**src/bvg_pkg.sv**
```systemverilog
// Package for the battery voltage gauge: widths, curve tables, register codes and shared types.
`timescale 1ns / 1ps
package bvg_pkg;

  localparam int FILTER_FRAC_BITS = 16;

  localparam int ADC_W      = 12;
  localparam int MV_W       = 15;
  localparam int RATIO_W    = 15;
  localparam int RATIO_FRAC = 12;
  localparam int ALPHA_W    = 16;
  localparam int ALPHA_FRAC = 16;
  localparam int PCT_W      = 7;
  localparam int PERCENT_W  = 8;
  localparam int CFG_IDX_W  = 3;
  localparam int CFG_DATA_W = 16;

  localparam int FILT_W  = MV_W + FILTER_FRAC_BITS;
  localparam int SCALE_W = ADC_W + RATIO_W + 1;

  localparam int CURVE_POINTS = 12;
  localparam int SEG_W        = 4;
  localparam int CURVE_MV_W   = 13;
  localparam int DP_W         = 4;

  localparam logic [CURVE_MV_W-1:0] CURVE_MV [CURVE_POINTS] = '{
    13'd4200, 13'd4100, 13'd4000, 13'd3930, 13'd3870, 13'd3820,
    13'd3790, 13'd3770, 13'd3740, 13'd3680, 13'd3550, 13'd3200
  };
  localparam logic [PCT_W-1:0] CURVE_PCT [CURVE_POINTS] = '{
    7'd100, 7'd90, 7'd80, 7'd70, 7'd60, 7'd50,
    7'd40, 7'd30, 7'd20, 7'd10, 7'd5, 7'd0
  };

  // The widest segment spans 350 mV, and the rounded numerator stays below 3850 mV.
  localparam int OFF_W     = 9 + FILTER_FRAC_BITS;
  localparam int DIV_W     = 13 + FILTER_FRAC_BITS;
  localparam int DIV_STEPS = 4;
  localparam int DIV_CNT_W = $clog2(DIV_STEPS);

  localparam logic [PCT_W-1:0] PCT_FULL = 7'd100;

  typedef enum logic [CFG_IDX_W-1:0] {
    REG_SENSE_PRESENT = 3'd0,
    REG_PIN_SCALE     = 3'd1,
    REG_SMOOTH_ALPHA  = 3'd2,
    REG_IMPLAUSIBLE   = 3'd3,
    REG_SENSOR_MAX    = 3'd4,
    REG_DEADBAND      = 3'd5,
    REG_LOW_PCT       = 3'd6,
    REG_CRITICAL_PCT  = 3'd7
  } cfg_reg_t;

  typedef struct packed {
    logic               sense_present;
    logic [RATIO_W-1:0] pin_scale;
    logic [ALPHA_W-1:0] smooth_alpha;
    logic [MV_W-1:0]    implausible_mv;
    logic [MV_W-1:0]    sensor_max_mv;
    logic [PCT_W-1:0]   deadband_pct;
    logic [PCT_W-1:0]   low_pct;
    logic [PCT_W-1:0]   critical_pct;
  } cfg_t;

  typedef struct packed {
    logic load;
    logic scale;
    logic diff;
    logic mul;
    logic upd;
    logic seg;
    logic num;
    logic div;
    logic finish;
  } cmd_t;

  typedef struct packed {
    logic sense_absent;
    logic fault;
  } sts_t;

  function automatic logic [FILT_W-1:0] curve_lo(input logic [SEG_W-1:0] idx);
    logic [FILT_W-1:0] mv;
    mv = FILT_W'(CURVE_MV[idx]);
    return mv << FILTER_FRAC_BITS;
  endfunction

endpackage

```
**src/battery_voltage_gauge.sv**
```systemverilog
// Top level of the battery voltage gauge: configuration registers, controller and datapath.
//
//   channel  direction  handshake             payload
//   in       input      in_valid / in_stall   adc_millivolts
//   out      output     out_valid / out_stall battery_mv, percent, low_flag, critical_flag
//   cfg      input      cfg_wr_en             cfg_index, cfg_data
//
// A result reaches the output at the end of the sequence below; with sensing absent the word
// goes straight to completion, and on a fault it skips the division. The input stays stalled until the word completes.
// The sequence is set by the controller: scale, filter difference, filter multiply, update,
// segment search, numerator, four restoring division steps, then completion.
// A new word is accepted in the cycle after the previous result is written to the output register.
// A stalled output holds the controller in completion; the result register frees the input side.
// Synchronous reset clears the filter, marks the shown percentage as a fault, and loads
// the register defaults.
`timescale 1ns / 1ps
module battery_voltage_gauge
  import bvg_pkg::*;
(
  input  logic                        clk,
  input  logic                        rst,
  input  logic                        in_valid,
  output logic                        in_stall,
  input  logic [ADC_W-1:0]            adc_millivolts,
  output logic                        out_valid,
  input  logic                        out_stall,
  output logic [MV_W-1:0]             battery_mv,
  output logic signed [PERCENT_W-1:0] percent,
  output logic                        low_flag,
  output logic                        critical_flag,
  input  logic                        cfg_wr_en,
  input  logic [CFG_IDX_W-1:0]        cfg_index,
  input  logic [CFG_DATA_W-1:0]       cfg_data
);

  cfg_t cfg;
  cmd_t cmd;
  sts_t sts;

  always_ff @(posedge clk) begin
    if (rst) begin
      cfg.sense_present  <= 1'b1;
      cfg.pin_scale      <= RATIO_W'(8192);
      cfg.smooth_alpha   <= ALPHA_W'(3277);
      cfg.implausible_mv <= MV_W'(3000);
      cfg.sensor_max_mv  <= MV_W'(4400);
      cfg.deadband_pct   <= PCT_W'(2);
      cfg.low_pct        <= PCT_W'(20);
      cfg.critical_pct   <= PCT_W'(5);
    end else if (cfg_wr_en) begin
      case (cfg_index)
        REG_SENSE_PRESENT: cfg.sense_present  <= cfg_data[0];
        REG_PIN_SCALE:     cfg.pin_scale      <= cfg_data[RATIO_W-1:0];
        REG_SMOOTH_ALPHA:  cfg.smooth_alpha   <= cfg_data[ALPHA_W-1:0];
        REG_IMPLAUSIBLE:   cfg.implausible_mv <= cfg_data[MV_W-1:0];
        REG_SENSOR_MAX:    cfg.sensor_max_mv  <= cfg_data[MV_W-1:0];
        REG_DEADBAND:      cfg.deadband_pct   <= cfg_data[PCT_W-1:0];
        REG_LOW_PCT:       cfg.low_pct        <= cfg_data[PCT_W-1:0];
        REG_CRITICAL_PCT:  cfg.critical_pct   <= cfg_data[PCT_W-1:0];
        default: begin
        end
      endcase
    end
  end

  bvg_ctrl u_ctrl (
    .clk       (clk),
    .rst       (rst),
    .in_valid  (in_valid),
    .in_stall  (in_stall),
    .out_valid (out_valid),
    .out_stall (out_stall),
    .sts       (sts),
    .cmd       (cmd)
  );

  bvg_dp u_dp (
    .clk            (clk),
    .rst            (rst),
    .cfg            (cfg),
    .cmd            (cmd),
    .sts            (sts),
    .adc_millivolts (adc_millivolts),
    .battery_mv     (battery_mv),
    .percent        (percent),
    .low_flag       (low_flag),
    .critical_flag  (critical_flag)
  );

endmodule

```
**src/bvg_ctrl.sv**
```systemverilog
// Sequencing controller for the gauge: input and output handshakes and datapath commands.
`timescale 1ns / 1ps
module bvg_ctrl
  import bvg_pkg::*;
(
  input  logic clk,
  input  logic rst,
  input  logic in_valid,
  output logic in_stall,
  output logic out_valid,
  input  logic out_stall,
  input  sts_t sts,
  output cmd_t cmd
);

  typedef enum logic [8:0] {
    S_IDLE  = 9'b000000001,
    S_SCALE = 9'b000000010,
    S_DIFF  = 9'b000000100,
    S_MUL   = 9'b000001000,
    S_UPD   = 9'b000010000,
    S_SEG   = 9'b000100000,
    S_NUM   = 9'b001000000,
    S_DIV   = 9'b010000000,
    S_DONE  = 9'b100000000
  } state_t;

  localparam logic [DIV_CNT_W-1:0] DIV_LAST = DIV_CNT_W'(DIV_STEPS - 1);

  state_t                state;
  state_t                state_next;
  logic [DIV_CNT_W-1:0]  div_cnt;
  logic [DIV_CNT_W-1:0]  div_cnt_next;
  logic                  out_valid_next;

  assign in_stall = (state != S_IDLE);

  always_comb begin
    state_next   = state;
    div_cnt_next = div_cnt;
    cmd          = '0;
    case (state)
      S_IDLE: begin
        if (in_valid) begin
          cmd.load   = 1'b1;
          state_next = sts.sense_absent ? S_DONE : S_SCALE;
        end
      end
      S_SCALE: begin
        cmd.scale  = 1'b1;
        state_next = S_DIFF;
      end
      S_DIFF: begin
        cmd.diff   = 1'b1;
        state_next = S_MUL;
      end
      S_MUL: begin
        cmd.mul    = 1'b1;
        state_next = S_UPD;
      end
      S_UPD: begin
        cmd.upd    = 1'b1;
        state_next = S_SEG;
      end
      S_SEG: begin
        cmd.seg    = 1'b1;
        state_next = S_NUM;
      end
      S_NUM: begin
        cmd.num      = 1'b1;
        div_cnt_next = '0;
        state_next   = sts.fault ? S_DONE : S_DIV;
      end
      S_DIV: begin
        cmd.div      = 1'b1;
        div_cnt_next = div_cnt + 1'b1;
        if (div_cnt == DIV_LAST) begin
          state_next = S_DONE;
        end
      end
      S_DONE: begin
        if (!out_valid || !out_stall) begin
          cmd.finish = 1'b1;
          state_next = S_IDLE;
        end
      end
      default: begin
        state_next = S_IDLE;
      end
    endcase
  end

  assign out_valid_next = cmd.finish | (out_valid & out_stall);

  always_ff @(posedge clk) begin
    if (rst) begin
      state     <= S_IDLE;
      div_cnt   <= '0;
      out_valid <= 1'b0;
    end else begin
      state     <= state_next;
      div_cnt   <= div_cnt_next;
      out_valid <= out_valid_next;
    end
  end

`ifndef SYNTH
  a_finish_slot_free: assert property (@(posedge clk) disable iff (rst)
    cmd.finish |-> (!out_valid || !out_stall))
    else $error("A word was finished while the output slot was still occupied.");

  a_finish_shows_word: assert property (@(posedge clk) disable iff (rst)
    cmd.finish |=> out_valid)
    else $error("A finished word did not appear on the output.");

  a_absent_skips: assert property (@(posedge clk) disable iff (rst)
    (in_valid && !in_stall && sts.sense_absent) |=> (state == S_DONE))
    else $error("An input with sensing absent did not go straight to completion.");

  a_div_ends: assert property (@(posedge clk) disable iff (rst)
    (state == S_DIV && div_cnt == DIV_LAST) |=> (state == S_DONE))
    else $error("The division did not end after its last step.");
`endif

endmodule

```
**src/bvg_dp.sv**
```systemverilog
// Datapath for the gauge: scaling, smoothing filter, curve lookup, division and deadband.
`timescale 1ns / 1ps
module bvg_dp
  import bvg_pkg::*;
(
  input  logic                        clk,
  input  logic                        rst,
  input  cfg_t                        cfg,
  input  cmd_t                        cmd,
  output sts_t                        sts,
  input  logic [ADC_W-1:0]            adc_millivolts,
  output logic [MV_W-1:0]             battery_mv,
  output logic signed [PERCENT_W-1:0] percent,
  output logic                        low_flag,
  output logic                        critical_flag
);

  localparam logic [SCALE_W-1:0] ROUND_HALF = SCALE_W'(1) << (RATIO_FRAC - 1);

  logic [ADC_W-1:0]            adc_q;
  logic [MV_W-1:0]             bat_q;
  logic                        up_q;
  logic [FILT_W-1:0]           d_q;
  logic [FILT_W-1:0]           s_q;
  logic [FILT_W-1:0]           filt;
  logic                        primed;
  logic signed [PERCENT_W-1:0] shown;
  logic                        fault_q;
  logic [SEG_W-1:0]            seg_q;
  logic                        top_q;
  logic                        bottom_q;
  logic [DIV_W-1:0]            rem_q;
  logic [DIV_W-1:0]            dsh_q;
  logic [DIV_STEPS-1:0]        quo_q;

  logic [SCALE_W-1:0]             scale_sum;
  logic [MV_W:0]                  bat_full;
  logic [FILT_W-1:0]              x_val;
  logic [FILT_W+ALPHA_W-1:0]      mul_full;
  logic [SEG_W-1:0]               seg_c;
  logic                           found_c;
  logic                           fault_c;
  logic [FILT_W-1:0]              lo_val;
  logic [FILT_W-1:0]              hi_val;
  logic [OFF_W-1:0]               off_val;
  logic [DIV_W-1:0]               span_val;
  logic [DP_W-1:0]                dp_val;
  logic [DIV_W-1:0]               num_val;
  logic [PCT_W-1:0]               raw;
  logic signed [PERCENT_W:0]      drift_s;
  logic [PERCENT_W:0]             drift;
  logic signed [PERCENT_W-1:0]    shown_next;

  assign sts.sense_absent = ~cfg.sense_present;
  assign sts.fault        = fault_q;

  assign scale_sum = SCALE_W'(adc_q) * SCALE_W'(cfg.pin_scale) + ROUND_HALF;
  assign bat_full  = scale_sum[SCALE_W-1:RATIO_FRAC];
  assign x_val     = {bat_q, {FILTER_FRAC_BITS{1'b0}}};
  assign mul_full  = {{ALPHA_W{1'b0}}, d_q} * {{FILT_W{1'b0}}, cfg.smooth_alpha};

  always_comb begin
    seg_c   = SEG_W'(1);
    found_c = 1'b0;
    for (int i = CURVE_POINTS - 1; i >= 1; i--) begin
      if (filt >= curve_lo(SEG_W'(i))) begin
        seg_c   = SEG_W'(i);
        found_c = 1'b1;
      end
    end
  end

  assign fault_c = (filt < {cfg.implausible_mv, {FILTER_FRAC_BITS{1'b0}}}) ||
                   (filt > {cfg.sensor_max_mv, {FILTER_FRAC_BITS{1'b0}}});

  assign lo_val   = curve_lo(seg_q);
  assign hi_val   = curve_lo(seg_q - 1'b1);
  assign off_val  = OFF_W'(filt - lo_val);
  assign span_val = DIV_W'(hi_val - lo_val);
  assign dp_val   = DP_W'(CURVE_PCT[seg_q - 1'b1] - CURVE_PCT[seg_q]);
  assign num_val  = ((DIV_W'(off_val) * DIV_W'(dp_val)) << 1) + span_val;

  always_comb begin
    if (top_q) begin
      raw = PCT_FULL;
    end else if (bottom_q) begin
      raw = '0;
    end else begin
      raw = CURVE_PCT[seg_q] + PCT_W'(quo_q);
    end
  end

  assign drift_s = $signed({2'b00, raw}) - $signed({shown[PERCENT_W-1], shown});
  assign drift   = drift_s[PERCENT_W] ? (PERCENT_W+1)'(0) - drift_s : drift_s;

  always_comb begin
    shown_next = shown;
    if (fault_q) begin
      shown_next = -PERCENT_W'(1);
    end else if (shown[PERCENT_W-1] || (raw >= PCT_FULL) || (raw == '0) ||
                 (drift >= {2'b00, cfg.deadband_pct})) begin
      shown_next = $signed({1'b0, raw});
    end
  end

  always_ff @(posedge clk) begin
    if (cmd.load) begin
      adc_q <= adc_millivolts;
    end
    if (cmd.scale) begin
      bat_q <= bat_full[MV_W] ? {MV_W{1'b1}} : bat_full[MV_W-1:0];
    end
    if (cmd.diff) begin
      up_q <= (x_val >= filt);
      d_q  <= (x_val >= filt) ? x_val - filt : filt - x_val;
    end
    if (cmd.mul) begin
      s_q <= mul_full[FILT_W+ALPHA_FRAC-1:ALPHA_FRAC];
    end
    if (cmd.seg) begin
      fault_q  <= fault_c;
      seg_q    <= seg_c;
      top_q    <= (filt >= curve_lo('0));
      bottom_q <= ~found_c;
    end
    if (cmd.num) begin
      rem_q <= num_val;
      dsh_q <= span_val << DIV_STEPS;
      quo_q <= '0;
    end
    if (cmd.div) begin
      if (rem_q >= dsh_q) begin
        rem_q <= rem_q - dsh_q;
        quo_q <= {quo_q[DIV_STEPS-2:0], 1'b1};
      end else begin
        quo_q <= {quo_q[DIV_STEPS-2:0], 1'b0};
      end
      dsh_q <= dsh_q >> 1;
    end
    if (cmd.finish) begin
      if (!cfg.sense_present) begin
        battery_mv    <= '0;
        percent       <= '0;
        low_flag      <= 1'b0;
        critical_flag <= 1'b0;
      end else begin
        battery_mv    <= bat_q;
        percent       <= shown_next;
        low_flag      <= !shown_next[PERCENT_W-1] &&
                         (shown_next[PCT_W-1:0] <= cfg.low_pct);
        critical_flag <= !shown_next[PERCENT_W-1] &&
                         (shown_next[PCT_W-1:0] <= cfg.critical_pct);
      end
    end
  end

  always_ff @(posedge clk) begin
    if (rst) begin
      filt   <= '0;
      primed <= 1'b0;
      shown  <= -PERCENT_W'(1);
    end else begin
      if (cmd.upd) begin
        primed <= 1'b1;
        if (!primed) begin
          filt <= x_val;
        end else if (up_q) begin
          filt <= filt + s_q;
        end else begin
          filt <= filt - s_q;
        end
      end
      if (cmd.finish && cfg.sense_present) begin
        shown <= shown_next;
      end
    end
  end

endmodule
```
**config.mk**
```make
export PLATFORM = sky130hd
export DESIGN_NAME = battery_voltage_gauge
export DESIGN_NICKNAME = d
export VERILOG_FILES = /design/src/bvg_pkg.sv /design/src/battery_voltage_gauge.sv /design/src/bvg_ctrl.sv /design/src/bvg_dp.sv
export SDC_FILE = /design/constraint.sdc
export NUM_CORES = 2
export LEC_CHECK = 0
export BUFFER_PORTS_ARGS = -buffer_cell sky130_fd_sc_hd__buf_2
export CAP_MARGIN = 20
export CELL_PAD_IN_SITES_DETAIL_PLACEMENT = 1
export CELL_PAD_IN_SITES_GLOBAL_PLACEMENT = 2
export CORE_MARGIN = 4
export CORE_UTILIZATION = 42
export CTS_BUF_LIST = sky130_fd_sc_hd__clkbuf_8
export CTS_CLUSTER_DIAMETER = 80
export DETAILED_ROUTE_END_ITERATION = 6
export GPL_TIMING_DRIVEN = 0
export PLACE_DENSITY_LB_ADDON = 0.1
export SLEW_MARGIN = 20
export SYNTH_ARGS = -nofsm -noshare
export SYNTH_HDL_FRONTEND = slang
export SYNTH_SLANG_ARGS = --single-unit
```
**constraint.sdc**
```tcl
create_clock -name clk -period 9.75 [get_ports clk]
set_input_delay 2.925 -clock clk [delete_from_list [all_inputs] [get_ports clk]]
set_output_delay 2.925 -clock clk [all_outputs]
set_load 0.005 [all_outputs]
```
==> results.md <==
- Slowest stage delay, CP: between 500 and 600 ps
- Nets: roughly 6,100
- Critical path class: flip-flop to flip-flop
- Ys flop type: dfxtp_1
- Root buf cell: clkbuf_8
- Post-synth EDFFs: approximately 150
- Critical path data arrival time: 9720 ps
- Combinational share of power: 48.0%
- Endpoint of the worst hold path: cfg[5]
- Residual DRC: 0
- Final worst setup slack: around 630 ps
- Pre-CTS setup slack: -31.4 ps
- Most common cell after layout, fill and taps aside: inv_1
- DRC violation total after the first TritonRoute iteration: 1,780
- Worst EP required: between 10,000 and 15,000 ps
- Max-cap viol count: 0
- FP Rows: 118
- Final Hold Viols: 0
- Initial antenna violation count: 6
- First-pass GRT wire length: 219,000 µm
- Seq pwr share: between 20% and 30%
- Pwr Total: ~6000 µW
- Mapped Avg Cell Area: 8.80 µm²
- Top-level port count: 63
- Status: finished, final reports clean
- Fraction of final layout cells sized beyond drive strength 1: under 10%
- CP Launch Type: flip-flop
- Max Transition Viols Final: 0
- Core Area: 0.103 mm²
- Die area: 0.109 mm²
- Switching Share: 41.0%
- Overall global routing resource usage: 26.0%
- Synth Net Count: 6,006
- Gr ovfl total: 0
- Worst hold start: cfg[5]
- Post-DR vias/cell: about 5.3
- Worst Reg2Reg Path Length in Cells: 37
- Worst Tran Pin Value: 1120 ps
- Clock Skew: 79.1 ps
- Post-Syn Area: 0.0437 mm²
- Most frequent cells in the layout: inv_1, nand2_1, fa_1
- Final worst path period need: 9120 ps
- Chip Height: 331 µm
- H-tree depth: 2
- Slew HR: 25.1%
- RePlAce Congestion: approximately 0.87
- Library cells used by synthesis: 96
- Initial Util: 42.2%
- Port buffer count: 61
- LEAKAGE: ~0.022 µW
- Sequential-to-total area share from yosys stat: 18.1%
- Vias in the first global route: 37,236
- WHS: 452 ps
- CTS max path bufs: 3
- CTS Sinks: 319
- Min-Delay Path Class: flip-flop to flip-flop
- Core Util, Final: a little under half
- Syn. warnings: 0
- Clock network power share: 24.1%
- FF+latch count, synth: 319
- Clock slew at reported path FFs: ~60 ps
- Area after DPL: 0.0459 mm²
- Final instance area: between 0.04 and 0.05 mm²
- Die X: 331 µm
- HPWL after detailed placement: roughly 120,000 µm
- Pwr dens: 125 mW/mm²
- Final period util: 93.5%
- Int Power: about 3500 µW
- Final Setup Violations: 0
- Worst Hold Path Cells: 2
- Fmax achieved: 110 MHz
- Hold Buf Count CTS: 0
- Share of flip-flops with an asynchronous set or reset: 0%
- Worst-path fanout max: 9
- Worst-Skew Late Latency: 720 ps
- Syn Inst Count: 4,966
- Worst r2r src: u_dp.seg_q[0]
- Num CTS Buffers: 60
- Via count: 34,810
- Area grow syn2layout: 8.18%
- Reg-to-reg endpoint: u_dp.rem_q[27]
- Peak VDD IR: 0.169 mV
- Avg WL per Cell: 21.4 µm
- Largest net degree at the start of global routing: 32
- Slowest-stage cell, CP: fa_1
- NetSw: 2420 µW
- Remaining antenna violation count: 0
- CTS tree: yes
- Crit. End Element: flip-flop
- R2r setup slk: 630 ps
- DRT Pass-1 Iters: 5
- Final WL: 140,000 µm
power groups by stage:
stage	clock network [µW]	registers [µW]	logic [µW]
CTS	1460	1650	2870
detailed placement	0	1680	2850
floorplan	0	1630	1990
finish	1420	1650	2830
global route	1520	1650	3180
global placement	0	1680	2780
stage by stage:
stage	setup TNS, ps	cells
after floorplan	0	4966
after global placement	-1270	6407
after detailed placement	-31.4	6421
after CTS	0	6533
after global routing	-26.9	6539
final	0	6542
cells in the mapped netlist, types with 65 or more instances:
master      n  area share (%)
a21o_1     73             1.3
a21oi_1   248             2.8
and2_1    282             4.0
clkbuf_1  180             1.5
dfxtp_1   165             7.6
edfxtp_1  154              11
fa_1      588              27
ha_1      416              12
inv_1     786             6.7
nand2_1   737             6.3
nand2b_1   65            0.93
nor2_1    239             2.1
nor2b_1    68            0.97
o21ai_0   137             1.6
xnor2_1   120             2.4
xor2_1     91             1.8
routing by layer:
layer  part of all wire (%)  routed length (µm)  vias up  track usage, %
li1                       -                   -    16279               -
met1                     45               63200    17761            34.8
met2                     48               66800      588            44.0
met3                    4.3                5960      182            3.67
met4                    3.0                4280        0            7.13
met5                      0                   0        -               0
state kept, by name, indices dropped and copies added (netlist names):
signal and count:
u_dp.filt 31, u_dp.bat_q 15, u_dp.primed 1, u_dp.critical_flag 1, u_dp.quo_q 4, u_dp.top_q 1, u_ctrl.div_cnt 2, u_dp.d_q 31
cfg 83, u_ctrl.out_valid 1, u_dp.seg_q 4, u_dp.shown 8, u_dp.low_flag 1, u_dp.s_q 31, u_dp.adc_q 12, u_dp.percent 8
u_dp.up_q 1, u_dp.dsh_q 29, u_dp.bottom_q 1, u_dp.fault_q 1, u_dp.battery_mv 15, u_ctrl.state 9, u_dp.rem_q 29
worst max-delay path by stage:
stage	from	to	slack, ps	depth (start not counted)
global route	u_dp.seg_q[0]	u_dp.rem_q[27]	-30	37
global placement	u_dp.seg_q[0]	u_dp.rem_q[27]	-550	35
detailed placement	u_dp.seg_q[0]	u_dp.rem_q[27]	-30	36
finish	u_dp.seg_q[0]	u_dp.rem_q[27]	630	37
CTS	u_dp.seg_q[0]	u_dp.rem_q[27]	210	36
floorplan	u_dp.seg_q[0]	u_dp.rem_q[27]	1670	34
what timing repair did:
item,in CTS,in global routing
buffers inserted,0,5
resized for setup,1,19
hold endpoints to repair,0,0
cloned,0,0
pin swaps,0,4
endpoints found under the setup margin,1,6
critical path, delay by kind of cell, from the launching register on:
family / cells / cell delay, ps
flip-flops: 1 / 490
adder cells (fa/ha/maj): 7 / 2920
buffers and inverters: 8 / 1320
XOR/XNOR: 4 / 710
AO/OA/AOI/OAI: 14 / 2750
multiplexers: 2 / 520
AND/OR/NAND/NOR: 2 / 270
cell type report:
class	instances	area, µm²
fillers	12348	56200
multi-input cells	3657	32100
flip-flops and latches	319	7930
inverters	787	2970
well taps	1380	1730
clock buffers	63	867
plain buffers	201	812
repair buffers	81	484
clock inverters	49	385
diodes	5	12.5
cells by family (layout without fill, tap and decap cells):
| family | count (synthesis) | after routing | share of synthesized area, % |
|---|---|---|---|
| and+or+nand+nor | 1643 | 1643 | 17.9 |
| DFF | 319 | 319 | 18.1 |
| AOI/OAI and AO/OA | 751 | 751 | 11.0 |
| other | 0 | 5 | 0 |
| muxes | 45 | 45 | 1.05 |
| xor gates and xnor gates | 214 | 214 | 4.37 |
| adders and majority gates | 1004 | 1004 | 38.8 |
| buffers and inverters | 990 | 1181 | 8.63 |
No activity file was read; power rests on OpenSTA's default activity.
